$ cat src/rtl/npba_pkg.sv
// Package for the port block allocator: operation and status codes, shared types.
// Depends on nothing; used by every module of the block.
package npba_pkg;

    // Largest number of blocks the lists and the in-use map can hold.
    localparam int MAX_BLOCKS = 4096;

    typedef enum logic [1:0] {
        OP_ALLOC   = 2'd0,
        OP_RELEASE = 2'd1,
        OP_TICK    = 2'd2,
        OP_REBUILD = 2'd3
    } t_op;

    typedef enum logic [1:0] {
        ST_OK       = 2'd0,
        ST_NO_FREE  = 2'd1,
        ST_NOT_USED = 2'd2,
        ST_RANGE    = 2'd3
    } t_status;

    typedef enum logic [2:0] {
        CFG_ADDR_START = 3'd0,
        CFG_ADDR_COUNT = 3'd1,
        CFG_BPA        = 3'd2,
        CFG_PPB        = 3'd3,
        CFG_PORT_MIN   = 3'd4,
        CFG_TIMEOUT    = 3'd5
    } t_cfg_idx;

    typedef struct packed {
        t_op         op;
        logic [11:0] blk_sel;
    } t_cmd;

    typedef struct packed {
        t_status     status;
        logic [11:0] granted_block;
        logic [31:0] pub_addr;
        logic [15:0] first_port;
        logic [15:0] last_port;
        logic [12:0] busy_blocks;
        logic [12:0] blocks_quarantined;
        logic        free_available;
    } t_result;

    typedef enum logic [3:0] {
        S_IDLE,
        S_ALLOC_RD,
        S_ALLOC_DIV,
        S_ALLOC_MUL,
        S_REL_CHK,
        S_TICK_RD,
        S_TICK_CHK,
        S_REB_MUL,
        S_REB_FILL,
        S_REB_CLR,
        S_OUT
    } t_be_state;

endpackage

$ cat src/rtl/npba_cmd_queue.sv
// Front part: a short command queue between the input channel and the executor.
// Depends on npba_pkg.
module npba_cmd_queue (
    input  logic              i_clk,
    input  logic              i_rst_n,
    input  logic              i_valid,
    output logic              o_stall,
    input  npba_pkg::t_cmd    i_cmd,
    output logic              o_valid,
    input  logic              i_take,
    output npba_pkg::t_cmd    o_cmd
);
    import npba_pkg::*;

    t_cmd       r_mem [2];
    logic       r_wp, r_rp;
    logic [1:0] r_cnt;
    logic       push, pop;

    assign o_stall = (r_cnt == 2'd2);
    assign push    = i_valid && !o_stall;
    assign o_valid = (r_cnt != 2'd0);
    assign pop     = o_valid && i_take;
    assign o_cmd   = r_mem[r_rp];

    always_ff @(posedge i_clk) begin
        if (push) begin
            r_mem[r_wp] <= i_cmd;
        end
        if (!i_rst_n) begin
            r_wp  <= 1'b0;
            r_rp  <= 1'b0;
            r_cnt <= 2'd0;
        end else begin
            if (push) r_wp <= ~r_wp;
            if (pop)  r_rp <= ~r_rp;
            r_cnt <= r_cnt + {1'b0, push} - {1'b0, pop};
        end
    end
endmodule

$ cat config.mk
export PLATFORM = sky130hd
export DESIGN_NAME = npba_cmd_queue
export DESIGN_NICKNAME = d
export VERILOG_FILES = /design/src/rtl/npba_pkg.sv /design/src/rtl/npba_cmd_queue.sv
export SDC_FILE = /design/constraint.sdc
export NUM_CORES = 1
export LEC_CHECK = 0
export ABC_AREA = 1
export BUFFER_PORTS_ARGS = -buffer_cell sky130_fd_sc_hd__clkbuf_2
export CAP_MARGIN = 20
export CORE_ASPECT_RATIO = 1.75
export CORE_MARGIN = 5
export CORE_UTILIZATION = 25
export DETAILED_ROUTE_END_ITERATION = 6
export MAX_ROUTING_LAYER = met4
export PLACE_DENSITY = 0.55
export SLEW_MARGIN = 20
export SYNTH_ARGS = -nofsm -noshare
export SYNTH_HDL_FRONTEND = slang
export SYNTH_SLANG_ARGS = --single-unit
$ cat constraint.sdc
create_clock -name i_clk -period 2.3 [get_ports i_clk]
set_clock_uncertainty 0.15 [all_clocks]
set_input_delay 0.46 -clock i_clk [delete_from_list [all_inputs] [get_ports i_clk]]
set_output_delay 0.46 -clock i_clk [all_outputs]
set_load 0.02 [all_outputs]
# == Word level (Yosys, flattened, before mapping) ==
# Memories as Yosys holds them, arrays and structs flattened. A register that Yosys moved wholly into a read port is not among the register bits.
# Index checks and enable logic that the tools add are counted.
# word_totals
output_inout_bits,16
reg_bits,4
ramBits,28
input_bits,18
wordCells,17
mem_count,1
# classes
bitwise,2
n_reduce_logical,4
eq_ne,1
n_addsub,2
n_mux,4
# memory_table
memory,depth,width,read_ports,rd_clocked_by_memory_dff,write_ports,line,rtl
r_mem,2,14,1,1,1,npba_cmd_queue.sv:15,t_cmd r_mem [2];
# op_table
cell,count
1-bit 2-to-1 mux,4
2-bit by 1-bit adder with 2-bit output,1
2-bit == test (second input constant),1
1-bit logical AND,2
1-bit inverter,2
2-bit nonzero test,1
2-bit by 1-bit subtractor with 2-bit output,1
1-bit logical NOT,1

# == Logic depth before layout (Yosys ltp) ==
# depth
word_depth,5
ltp_mapped,11

# == Worst setup path before layout ==
# Ideal clock, no wire load.
# synth_timing
path_kind,reg2reg
from,register r_cnt[0]
to,memory r_mem[0][0] (netlist bit) (enable)
path_buffers,0
path_slack_ns,0.596
arrival_ns,1.170
period_less_slack_ns,1.704
required_ns,1.766
stages_incl_launch_ff,5
path_cell_list,dfxtp_1 inv_1 nand2_1 nand2_1 nor2_1
# synth_between
elab_chain_cells,5
# synth_lines
item,line,rtl
start: declaration,npba_cmd_queue.sv:17,logic [1:0] r_cnt;
start signal: assignment,npba_cmd_queue.sv:37,"r_cnt <= r_cnt + {1'b0, push} - {1'b0, pop};"
2-bit == test,npba_cmd_queue.sv:20,assign o_stall = (r_cnt == 2'd2);
1-bit logical NOT,npba_cmd_queue.sv:21,assign push = i_valid && !o_stall;
1-bit logical AND,npba_cmd_queue.sv:21,
1-bit 2-to-1 mux,npba_cmd_queue.sv:27,if (push) begin
1-bit 2-to-1 mux (not written as such),npba_cmd_queue.sv:28,r_mem[r_wp] <= i_cmd;
end: declaration,npba_cmd_queue.sv:15,
# No other way between the ends.

==> qor.csv <==
metric,value,unit
run_status,finished clean,
timing.setup.critical_path_class,reg2out,
path_cells,"buf_4, mux2_2, clkbuf_2",
worstSetupEndpointType,output pin,
min_period_over_period,83.9,%
die_height,104,microns
cts_post_setup_buffers_inserted,0,
std_cell_rows,34,
synth_area_per_cell,15.7,sq um
whs,0.220,ns
worst_r2r_path_cells,10,
yosys_warnings,0,
cts_sink_count,33,
drc_errors,0,
synth-seq-cells,33,
drt_wl_cell,13.3,microns
count_of_routing_violations_after_the_opening_detailed_route_iteration,12,
grt_setup_unrepaired,no,
synth_top_area_share,67.1,%
syn-cell-area,1250,sq um
critPathSlowestCell,sky130_fd_sc_hd__mux2_2,
cts_made_buffers,5,
drt_first_pass_iters,3,
layout.filler_cells,501,
timing.critical_path.buf_inv,2,
deepest_clock_path_buffer_count,2,
setup_viol,0,
detailed_place_hpwl,1.71,mm
max_clock_freq,518,MHz
track_usage,8.03,%
crit_fanout,14,
synth.largest_area_cell,sky130_fd_sc_hd__edfxtp_1,
first_global_vias,867,
cts_repair_resize_count,0,
wire_length_of_the_first_global_routing_pass,3.85,mm
yosysMostFrequentCell,sky130_fd_sc_hd__edfxtp_1,
async_reset_ff_share,0,%
syn2layout_area_growth,27.7,%
endpoint,o_cmd[10],
design.die.area,6590,sq um
routed_via_density,4.25,
worstHoldPathType,in2reg,
crit-reg2reg-launch,r_cnt[0]$_SDFF_PN0_,
arrival,1.32,ns
timing.final.crit_period,1.93,ns
post_route_cells_drive_above_1_share,45.9,%
drv_cap,0,
fin_tns_setup,0,ns
largest_delay_contributor_family_on_the_critical_path,buffers and inverters,
synth-main-ff-cell,sky130_fd_sc_hd__edfxtp_1,
postCtsHoldBufs,0,
max-slew-margin-rel,60.7,%
grt_start_max_net_pins,15,
critical_path_depth,3,
grt_overflow_total,0,
synth_top_cells_by_count,"sky130_fd_sc_hd__edfxtp_1 (28), sky130_fd_sc_hd__mux2_2 (14), sky130_fd_sc_hd__nand2_1 (9)",
vdd.ir_drop.worst,0.745,mV
max_stage_delay,0.36,ns
clk_latency,0.28,ns
antenna_found_initial,0,
timing_worst_slew_pin_value,0.589,ns
edff_count_synth,28,
synth_cells,80,
top_level_ports,34,
routed_via_count,748,
p_per_area,1150,nW/um^2
report.final.slew_viol_count,0,
finalHoldViolations,0,
critPathRequiredTime,1.69,ns
mappedNetlistNets,100,
worstSetupStartpointType,flop,
ant_nets,0,
cts_tree,built,
worst-r2r-setup-slack,0.55,ns
chipWidth,63.5,microns
core_region_area,4930,sq um
cellLeakagePower,0.668,nW
antennaDiodeCount,0,
initial_cell_density_of_the_core,25.4,%
root_buffer,sky130_fd_sc_hd__clkbuf_8,
place.gp.congestion,0.630,
port-buffer-count,33,
synth_top_cells_by_area,"sky130_fd_sc_hd__edfxtp_1 (67%), sky130_fd_sc_hd__mux2_2 (13%), sky130_fd_sc_hd__dfxtp_1 (8.0%), sky130_fd_sc_hd__nand2_1 (2.7%), sky130_fd_sc_hd__inv_1 (2.4%)",
finalWirelength,2.34,mm
yosysUniqueCellTypes,10,
clkTransAtPathRegs,0.07,ns
nets,141,
worst_r2r_endpoint,r_cnt[1]$_SDFF_PN0_,
h-tree-depth,2,
seq_total_area_yosys,75.0,%
[layout make-up]
type / count / area (sq um) / area share [%]
clock buffer: 8 / 111 / 6.95
multi-input combinational: 38 / 272 / 17.0
sequential: 33 / 941 / 58.7
inverter: 8 / 30.0 / 1.87
tap: 54 / 67.6 / 4.22
timing repair buffer: 35 / 180 / 11.2
[where the power goes]
group,leakage [nW],total [mW],internal [mW],switching (mW)
Sequential,0.303,0.800,0.763,0.0372
Combinational,0.308,0.542,0.206,0.336
Clock,0.0566,0.502,0.309,0.193
[cells by family (layout without fill, tap and decap cells)]
| logic type | count (synthesis) | count (layout) | synth area share, % |
|---|---|---|---|
| flip-flops | 33 | 33 | 75.1 |
| AND/OR/NAND/NOR | 20 | 20 | 6.29 |
| multiplexers | 14 | 14 | 12.6 |
| buffers and inverters | 9 | 51 | 3.29 |
| adder cells (fa/ha/maj) | 2 | 2 | 2.00 |
| AO/OA/AOI/OAI | 2 | 2 | 0.798 |
[through the flow]
stage | std cells | instance area [sq um] | util, % | total power [mW] | setup slack, ns
5_1_grt | 176 | 1600 | 32.5 | 1.96 | 0.292
4_1_cts | 176 | 1600 | 32.5 | 1.88 | 0.334
6_report | 176 | 1600 | 32.5 | 1.84 | 0.369
3_5_place_dp | 168 | 1490 | 30.2 | 1.37 | 0.511
2_1_floorplan | 80 | 1250 | - | 1.18 | 0.596
3_3_place_gp | 168 | 1490 | 30.2 | 1.34 | 0.624
[cells in the final DEF, fill, tap and decap left out]
cell                         n
sky130_fd_sc_hd__clkbuf_2   33
sky130_fd_sc_hd__edfxtp_1   28
sky130_fd_sc_hd__mux2_2     14
sky130_fd_sc_hd__nand2_1     9
sky130_fd_sc_hd__inv_1       8
sky130_fd_sc_hd__nor2_1      8
sky130_fd_sc_hd__clkbuf_8    6
sky130_fd_sc_hd__dfxtp_1     5
sky130_fd_sc_hd__nand3_1     3
sky130_fd_sc_hd__a21oi_1     2
sky130_fd_sc_hd__ha_1        2
sky130_fd_sc_hd__buf_4       2
sky130_fd_sc_hd__clkbuf_16   1
sky130_fd_sc_hd__clkbuf_1    1
[sequential cells by signal, summed over array words and instances, names as in the netlist, named ones only]
name / count
r_mem: 28
r_wp: 1
r_rp: 1
r_cnt: 2
[worst reg2reg max path, stage by stage (launching register included)]
cell,delay [ns]
sky130_fd_sc_hd__dfxtp_1,0.38
sky130_fd_sc_hd__inv_1,0.07
sky130_fd_sc_hd__nand2_1,0.11
sky130_fd_sc_hd__nand2_1,0.09
sky130_fd_sc_hd__ha_1,0.28
sky130_fd_sc_hd__inv_1,0.04
sky130_fd_sc_hd__ha_1,0.18
sky130_fd_sc_hd__inv_1,0.06
sky130_fd_sc_hd__nand2_1,0.06
sky130_fd_sc_hd__a21oi_1,0.14
sky130_fd_sc_hd__nor2_1,0.08
[per-layer routing]
layer	part of all wire, %	GRT usage (%)	up-vias
met3	6.4	3.03	6
met4	2.9	5.65	0
met1	32	6.28	354
met5	0	-	-
met2	59	14.4	25
li1	-	-	363
[worst min path at each step]
| stage | startpoint | to | slack (ns) | cells past startpoint |
|---|---|---|---|---|
| after CTS | i_cmd[6] | r_mem[0][6]$_DFFE_PP_ | 0.21 | 1 |
| after global routing | i_cmd[6] | r_mem[0][6]$_DFFE_PP_ | 0.21 | 1 |
| after detailed placement | r_wp$_SDFFE_PN0N_ | r_wp$_SDFFE_PN0N_ | 0.35 | 2 |
| final | i_cmd[4] | r_mem[0][4]$_DFFE_PP_ | 0.22 | 1 |
| after global placement | r_rp$_SDFFE_PN0P_ | r_rp$_SDFFE_PN0P_ | 0.34 | 2 |
| after floorplan | r_rp$_SDFFE_PN0P_ | flop | 0.32 | 2 |
(Power assumes the default switching activity.)
